==> src/design/ptw_pkg.sv <==
// Shared types, codes and helper functions for the page-table walk translate core.
package ptw_pkg;

    // Configuration register indexes
    localparam logic [1:0] CFG_ARCH_MODE = 2'd0;
    localparam logic [1:0] CFG_ROOT_BASE = 2'd1;
    localparam logic [1:0] CFG_MEM_SIZE  = 2'd2;

    // Input word function
    localparam logic FUNC_TRANSLATE = 1'b0;
    localparam logic FUNC_RESPONSE  = 1'b1;

    // Result word kind
    localparam logic KIND_READ   = 1'b0;
    localparam logic KIND_FINISH = 1'b1;

    // Table format
    localparam logic ARCH_X86 = 1'b0;
    localparam logic ARCH_ARM = 1'b1;

    // Top levels of the two formats, the directory level and the no-level code
    localparam logic [2:0] TOP_LEVEL_X86 = 3'd4;
    localparam logic [2:0] TOP_LEVEL_ARM = 3'd3;
    localparam logic [2:0] LEVEL_DIR     = 3'd2;
    localparam logic [2:0] LEVEL_NONE    = 3'd0;

    // Attribute masks: cleared bits around the frame number
    localparam logic [63:0] MASK_X86 = (64'hFF << 56) | 64'hFFF;
    localparam logic [63:0] MASK_ARM = (64'hFFFF << 48) | 64'hFFF;

    // Descriptor bits
    localparam int BIT_PRESENT = 0;
    localparam int BIT_TABLE   = 1;
    localparam int BIT_PS      = 7;

    // Size of one table entry in bytes; the walk limit is mem_size minus this
    localparam logic [63:0] ENTRY_BYTES = 64'd8;

    typedef enum logic [1:0] {
        ST_OK          = 2'd0,
        ST_NOT_PRESENT = 2'd1,
        ST_OUTSIDE     = 2'd2,
        ST_UNEXPECTED  = 2'd3
    } t_status;

    typedef struct packed {
        logic        kind;
        logic [63:0] read_addr;
        logic [2:0]  level;
        logic [63:0] last_entry;
        logic [63:0] frame_base;
        logic        large_page;
        t_status     status;
    } t_result;

    // Clear attribute bits of an entry or root register
    function automatic logic [63:0] frame_of(input logic [63:0] e, input logic arm);
        frame_of = e & ~(arm ? MASK_ARM : MASK_X86);
    endfunction

    // Byte offset of the entry for a level: 9-bit index times 8
    function automatic logic [63:0] entry_offset(input logic [63:0] va,
                                                 input logic [2:0] lvl);
        logic [2:0] sel;
        logic [8:0] idx;
        sel = lvl - 3'd1;
        case (sel[1:0])
            2'd0:    idx = va[20:12];
            2'd1:    idx = va[29:21];
            2'd2:    idx = va[38:30];
            default: idx = va[47:39];
        endcase
        entry_offset = {52'd0, idx, 3'd0};
    endfunction

endpackage

==> src/design/page_table_walk_translate_core.sv <==
// Top level of the page-table walk translate core: walk control and result buffering.
//
// Usage:
//   Input channel (i_in_valid / o_in_ready) carries one word per item: a
//   translate request (i_func = 0, i_virt_addr) or a table entry read back
//   from memory (i_func = 1, i_table_entry). Every input word produces
//   exactly one result word on the output channel (o_out_valid /
//   i_out_ready): either a read request for the next table entry
//   (o_kind = 0, o_read_addr, o_level) or a finished walk (o_kind = 1)
//   with frame base, level, large-page flag and status.
//   Each result is registered in the result register, or in the skid
//   register while the receiver stalls. Throughput is one word per cycle
//   while the receiver takes words, set by the single result register; a
//   skid register holds one more result so the input stays ready for one
//   more word while the receiver stalls. With both output and skid
//   registers full, o_in_ready drops until the receiver takes a word.
//   The config port (i_cfg_we, i_cfg_idx, i_cfg_wdata) writes arch_mode,
//   root_base or mem_size, one per write; write only while idle.
//   Synchronous reset clears the walk state, the config registers and both
//   result valid flags; no clearing pass is needed.
module page_table_walk_translate_core (
    input  logic                    i_clk,
    input  logic                    i_rst_n,
    // configuration write port
    input  logic                    i_cfg_we,
    input  logic [1:0]              i_cfg_idx,
    input  logic [63:0]             i_cfg_wdata,
    // input channel
    input  logic                    i_in_valid,
    output logic                    o_in_ready,
    input  logic                    i_func,
    input  logic [63:0]             i_virt_addr,
    input  logic [63:0]             i_table_entry,
    // output channel
    output logic                    o_out_valid,
    input  logic                    i_out_ready,
    output logic                    o_kind,
    output logic [63:0]             o_read_addr,
    output logic [2:0]              o_level,
    output logic [63:0]             o_last_entry,
    output logic [63:0]             o_frame_base,
    output logic                    o_large_page,
    output ptw_pkg::t_status        o_status
);
    import ptw_pkg::*;

    // configuration
    logic        r_arch_mode;
    logic [63:0] r_root_base;
    logic [63:0] r_limit;      // mem_size - 8, or 0 for tiny memories

    // walk state
    logic        r_walking, n_walking;
    logic [2:0]  r_cur_level, n_cur_level;
    logic [63:0] r_held_vaddr, n_held_vaddr;

    // result buffering
    logic        r_out_valid, r_skid_valid;
    t_result     r_out, r_skid;
    t_result     n_res;

    logic        in_acc;
    logic        out_take;

    // descend operands
    logic [63:0] d_table;
    logic [63:0] d_vaddr;
    logic [2:0]  d_level;
    logic [63:0] d_addr;
    logic        d_outside;
    logic        root_outside;
    logic [2:0]  top_level;
    logic        is_block;

    assign o_in_ready = !r_skid_valid;
    assign in_acc     = i_in_valid && o_in_ready;
    assign out_take   = r_out_valid && i_out_ready;

    // config register writes
    always_ff @(posedge i_clk) begin
        if (!i_rst_n) begin
            r_arch_mode <= ARCH_X86;
            r_root_base <= '0;
            r_limit     <= '0;
        end else if (i_cfg_we) begin
            case (i_cfg_idx)
                CFG_ARCH_MODE: r_arch_mode <= i_cfg_wdata[0];
                CFG_ROOT_BASE: r_root_base <= i_cfg_wdata[63:0];
                CFG_MEM_SIZE:  r_limit     <= (i_cfg_wdata[63:0] >= ENTRY_BYTES)
                                              ? i_cfg_wdata[63:0] - ENTRY_BYTES : '0;
                default:       ;
            endcase
        end
    end

    // operands of the next table read
    assign top_level = (r_arch_mode == ARCH_ARM) ? TOP_LEVEL_ARM : TOP_LEVEL_X86;

    always_comb begin
        if (i_func == FUNC_TRANSLATE) begin
            d_table = r_root_base;
            d_vaddr = i_virt_addr[63:0];
            d_level = top_level;
        end else begin
            d_table = i_table_entry[63:0];
            d_vaddr = r_held_vaddr;
            d_level = r_cur_level - 3'd1;
        end
    end

    assign d_addr       = frame_of(d_table, r_arch_mode) | entry_offset(d_vaddr, d_level);
    assign d_outside    = d_addr >= r_limit;
    assign root_outside = r_root_base >= r_limit;
    assign is_block     = (r_arch_mode == ARCH_ARM)
                          ? !i_table_entry[BIT_TABLE] : i_table_entry[BIT_PS];

    // decision for one word
    always_comb begin
        n_res        = '0;
        n_walking    = r_walking;
        n_cur_level  = r_cur_level;
        n_held_vaddr = r_held_vaddr;
        if (i_func == FUNC_TRANSLATE) begin
            n_held_vaddr = i_virt_addr[63:0];
            if (root_outside || d_outside) begin
                n_walking    = 1'b0;
                n_res.kind   = KIND_FINISH;
                n_res.level  = top_level;
                n_res.status = ST_OUTSIDE;
            end else begin
                n_walking       = 1'b1;
                n_cur_level     = top_level;
                n_res.kind      = KIND_READ;
                n_res.read_addr = d_addr;
                n_res.level     = top_level;
            end
        end else if (!r_walking) begin
            n_res.kind       = KIND_FINISH;
            n_res.level      = LEVEL_NONE;
            n_res.last_entry = i_table_entry[63:0];
            n_res.status     = ST_UNEXPECTED;
        end else begin
            n_res.last_entry = i_table_entry[63:0];
            if (!i_table_entry[BIT_PRESENT]) begin
                n_walking    = 1'b0;
                n_res.kind   = KIND_FINISH;
                n_res.level  = r_cur_level;
                n_res.status = ST_NOT_PRESENT;
            end else if (r_cur_level <= 3'd1) begin
                n_walking        = 1'b0;
                n_res.kind       = KIND_FINISH;
                n_res.level      = r_cur_level;
                n_res.frame_base = frame_of(i_table_entry[63:0], r_arch_mode);
                n_res.status     = ST_OK;
            end else if (r_cur_level == LEVEL_DIR && is_block) begin
                n_walking        = 1'b0;
                n_res.kind       = KIND_FINISH;
                n_res.level      = r_cur_level;
                n_res.frame_base = frame_of(i_table_entry[63:0], r_arch_mode);
                n_res.large_page = 1'b1;
                n_res.status     = ST_OK;
            end else if (d_outside) begin
                n_walking    = 1'b0;
                n_res.kind   = KIND_FINISH;
                n_res.level  = d_level;
                n_res.status = ST_OUTSIDE;
            end else begin
                n_walking       = 1'b1;
                n_cur_level     = d_level;
                n_res.kind      = KIND_READ;
                n_res.read_addr = d_addr;
                n_res.level     = d_level;
            end
        end
    end

    // walk state update on accept
    always_ff @(posedge i_clk) begin
        if (!i_rst_n) begin
            r_walking    <= 1'b0;
            r_cur_level  <= LEVEL_NONE;
            r_held_vaddr <= '0;
        end else if (in_acc) begin
            r_walking    <= n_walking;
            r_cur_level  <= n_cur_level;
            r_held_vaddr <= n_held_vaddr;
        end
    end

    // output and skid valid flags
    always_ff @(posedge i_clk) begin
        if (!i_rst_n) begin
            r_out_valid  <= 1'b0;
            r_skid_valid <= 1'b0;
        end else if (!r_out_valid || out_take) begin
            if (r_skid_valid) begin
                r_out_valid  <= 1'b1;
                r_skid_valid <= 1'b0;
            end else begin
                r_out_valid <= in_acc;
            end
        end else if (in_acc) begin
            r_skid_valid <= 1'b1;
        end
    end

    // output and skid payload
    always_ff @(posedge i_clk) begin
        if (!r_out_valid || out_take) begin
            if (r_skid_valid) begin
                r_out <= r_skid;
            end else if (in_acc) begin
                r_out <= n_res;
            end
        end else if (in_acc) begin
            r_skid <= n_res;
        end
    end

    assign o_out_valid  = r_out_valid;
    assign o_kind       = r_out.kind;
    assign o_read_addr  = r_out.read_addr;
    assign o_level      = r_out.level;
    assign o_last_entry = r_out.last_entry;
    assign o_frame_base = r_out.frame_base;
    assign o_large_page = r_out.large_page;
    assign o_status     = r_out.status;

    // skid stage only fills behind a held output word
    a_skid_behind_out: assert property (@(posedge i_clk) disable iff (!i_rst_n)
        r_skid_valid |-> r_out_valid)
        else $error("skid word without output word");

    // an active walk always points at a real level
    a_walk_level: assert property (@(posedge i_clk) disable iff (!i_rst_n)
        r_walking |-> (r_cur_level != LEVEL_NONE))
        else $error("walking with level zero");

    // read requests carry ok status and no frame
    a_read_clean: assert property (@(posedge i_clk) disable iff (!i_rst_n)
        (r_out_valid && r_out.kind == KIND_READ)
            |-> (r_out.status == ST_OK && r_out.frame_base == '0 && !r_out.large_page))
        else $error("read request with finish fields set");

    // every accepted word leaves a result buffered
    a_accept_fills: assert property (@(posedge i_clk) disable iff (!i_rst_n)
        in_acc |=> r_out_valid)
        else $error("accepted word produced no result");

    // a read request leaves the walker active
    a_read_walking: assert property (@(posedge i_clk) disable iff (!i_rst_n)
        (in_acc && n_res.kind == KIND_READ) |=> r_walking)
        else $error("read issued without active walk");

endmodule
==> config.mk <==
export PLATFORM = sky130hd
export DESIGN_NAME = page_table_walk_translate_core
export DESIGN_NICKNAME = d
export VERILOG_FILES = /design/src/design/ptw_pkg.sv /design/src/design/page_table_walk_translate_core.sv
export SDC_FILE = /design/constraint.sdc
export NUM_CORES = 1
export LEC_CHECK = 0
export ABC_CLOCK_PERIOD_IN_PS = 19700
export BUFFER_PORTS_ARGS = -buffer_cell sky130_fd_sc_hd__buf_2
export CORE_MARGIN = 3
export CORE_UTILIZATION = 62
export DETAILED_ROUTE_END_ITERATION = 16
export MAX_ROUTING_LAYER = met4
export PLACE_DENSITY = 0.93
export SLEW_MARGIN = 20
export SYNTH_ARGS = -nofsm -noshare
export SYNTH_HDL_FRONTEND = slang
export SYNTH_SLANG_ARGS = --single-unit
==> constraint.sdc <==
create_clock -name i_clk -period 19.7 [get_ports i_clk]
set_input_delay 3.94 -clock i_clk [delete_from_list [all_inputs] [get_ports i_clk]]
set_output_delay 3.94 -clock i_clk [all_outputs]
set_load 0.1 [all_outputs]
==> flow_summary.json <==
{
  "status": "complete, no violations",
  "crit_cells": 18,
  "cts.hold.buffers_added": 0,
  "synth_ff_type": "edfxtp_1",
  "critPathKind": "input pin to flop",
  "synth-seq-cells": 507,
  "dp_slack_ns": 10.05,
  "cts_max_level": 2,
  "die_w_um": 205,
  "crit_chain": "buf_4, inv_1, buf_4, nand2_1, o21ai_1, nand2_1, a31oi_1, ha_1, a211oi_1, nor2_1, o31ai_1, o211ai_1, a221oi_1, a221oi_1, buf_4, nor2_4, buf_4, a22o_1",
  "drive_above_1_share_pct": 21.1,
  "vias": 19857,
  "rsz0062_at_grt": "no",
  "maxCapViolCount": 0,
  "clock_sinks": 507,
  "drt_iter0_drc": 2086,
  "clock_power_share_pct": 36.8,
  "num_rows": 72,
  "fin_crit_ns": 9.16,
  "drcViolationCount": 0,
  "grt-ovfl-total": 0,
  "dieArea_sq_um": 42100,
  "synth_cell_type_count": 75,
  "max_slew_margin_pct": 28.6,
  "ff2ff_path_depth": 16,
  "clockBufferDepth": 3,
  "worst_slack_ns": 10.54,
  "drt-total-wl_um": 67700,
  "p_leak_uw": 0.0115,
  "cts_tree": "done",
  "syn_area_per_cell_sq_um": 10.3,
  "seqPwrFrac_pct": 44.4,
  "grt_max_degree": 107,
  "grt_pass1_vias": 19219,
  "cp_data_arrival_time_ns": 9.61,
  "vias_per_cell": 6.09,
  "route.detailed.wl_per_inst_um": 20.8,
  "p_sw_uw": 835,
  "ys_top_cells_by_count": "506 x nand2_1, 336 x edfxtp_1, 171 x dfxtp_1, 152 x a21oi_1",
  "finalSetupTns_ns": 0,
  "start_util_pct": 63.3,
  "synthArstFlopShare_pct": 0,
  "io_pins": 401,
  "hp-class": "flop to flop",
  "nNetsFinal": 2998,
  "p_int_uw": 1900,
  "ctsResizeCount": 0,
  "slew_violations": 0,
  "area_growth_pct": 15.5,
  "start_kind": "input pin",
  "cp_max_fo": 72,
  "antenna_found_initial": 21,
  "peakVddDrop_mv": 0.0681,
  "clock_tree.root_cell": "clkbuf_16",
  "setup_violations": 0,
  "syn_inst": 2390,
  "core-area_sq_um": 38900,
  "path_clk_slew_ns": 0.06,
  "final_hold_viol_count": 0,
  "fin_crit_sh_pct": 46.5,
  "crit_top_cell": "buf_4",
  "cts_setup_buffers": 0,
  "yosysSeqAreaShare_pct": 54.9,
  "synth_edf_count": 336,
  "drt_pass1_iterations": 5,
  "yosysTopAreaCell": "edfxtp_1",
  "cts_buffers": 51,
  "yosysMostFrequentCell": "nand2_1",
  "slowest_stage": "a221oi_1",
  "yosysTopAreaCellShare_pct": 41.0,
  "postRouteAntennaNets": 0,
  "cp-end-kind": "flop",
  "synthTopCellsByArea": "edfxtp_1 41%, dfxtp_1 14%, nand2_1 7.7%",
  "clock_latency_ns": 0.59,
  "critPathBufInv": 5,
  "worst_pin_slew_ns": 1.07,
  "comb_power_share_pct": 18.8,
  "holdPathStages": 2,
  "synth_area_sq_um": 24600,
  "timing.fmax_ghz": 0.109,
  "switching_share_pct": 30.5,
  "synth_warnings": 0,
  "worst_ep_required_time_ns": 20.16,
  "p_per_area_nw_per_um2": 96.2,
  "place.port_buffers": 341,
  "max_stage_delay_ns": 0.70,
  "critical_path.top_delay_family": "compound AO/OA/AOI/OAI gates",
  "place.gp.congestion": 0.945,
  "die_y_um": 205,
  "grt_pass1_wl_um": 104000,
  "finClkSkew_ns": 0.0166,
  "dp_hpwl_um": 46100,
  "holdWs_ns": 0.454,
  "grt.total_usage_pct": 32.1
}
[area by class of cell]
cell class                      instances  area [sq um]
Sequential cell                       507         13500
Inverter                              136           514
Clock inverter                         13           161
Multi-Input combinational cell       1619         10000
Fill cell                            2525         10500
Tap cell                              518           648
Timing Repair Buffer                  362          1910
Antenna cell                           24          60.1
Clock buffer                           82          1590
[layout by cell type, fill, tap and decap left out, types with 28 or more instances in the layout]
| cell type | count |
|---|---|
| a21oi_1 | 152 |
| inv_1 | 134 |
| dfxtp_1 | 170 |
| edfxtp_1 | 336 |
| a22o_1 | 47 |
| buf_2 | 340 |
| a31o_2 | 36 |
| o21ai_0 | 135 |
| conb_1 | 31 |
| xnor2_1 | 39 |
| and2_1 | 59 |
| o31ai_1 | 28 |
| nand2_1 | 505 |
| mux2_2 | 61 |
| ha_1 | 121 |
| clkbuf_16 | 54 |
| nor2_1 | 84 |
| a21o_1 | 56 |
[path summary, 6_finish.rpt]
check,from,endpoint,slack [ns]
worst max register to register,r_cur_level[0],r_skid[151],13.58
worst min-delay path,r_limit[39],r_limit[39],0.45
worst min register to register,r_limit[39],r_limit[39],0.45
worst max-delay path,i_func,r_skid[151],10.54
[flip-flops by register name, indices dropped and copies added, names as in the netlist]
register and count:
r_skid 168, o_last_entry 64, r_limit 64, r_root_base 64, o_read_addr 53, o_frame_base 44, r_held_vaddr 36, o_level 3
r_cur_level 3, o_status 2, o_kind 1, o_large_page 1, o_out_valid 1, r_arch_mode 1, r_skid_valid 1, r_walking 1
[power groups by stage]
| stage | sequential [uW] | combinational [uW] | clock (uW) |
|---|---|---|---|
| global placement | 1230 | 488 | 0 |
| CTS | 1210 | 507 | 1010 |
| floorplan | 1430 | 200 | 0 |
| detailed placement | 1240 | 503 | 0 |
| finish | 1220 | 514 | 1010 |
| global route | 1220 | 540 | 1050 |
[tightest hold or removal path: cells and delay by family, from the launching register on]
| family | cells | cell delay, ns |
|---|---|---|
| DFF | 1 | 0.33 |
| AOI/OAI and AO/OA | 1 | 0.05 |
| and+or+nand+nor | 1 | 0.04 |
[metal layers]
layer,global-route usage [%],routed length [um],vias up
met5,-,0,-
met3,5.49,6050,211
met2,51.7,32700,1169
li1,-,-,9037
met1,40.6,26100,9440
met4,13.2,2780,0
[through the flow]
| stage | util (%) | cell area (sq um) | power, uW | cells |
|---|---|---|---|---|
| 2_1_floorplan | - | 24700 | 1630 | 2420 |
| 3_3_place_gp | 68.2 | 26600 | 1720 | 3140 |
| 3_5_place_dp | 68.2 | 26600 | 1740 | 3140 |
| 4_1_cts | 72.7 | 28300 | 2730 | 3235 |
| 5_1_grt | 73.0 | 28400 | 2810 | 3258 |
| 6_report | 73.1 | 28400 | 2740 | 3261 |
[cell families after synthesis]
group	after synthesis	share of synthesized area, %
DFF	507	54.9
adders and majority gates	121	6.15
AOI/OAI and AO/OA	540	14.3
and+or+nand+nor	809	14.8
buffers and inverters	294	5.10
muxes	63	2.87
xor gates and xnor gates	55	1.96
other	1	0.0152
No activity file was read; power rests on OpenSTA's default activity.
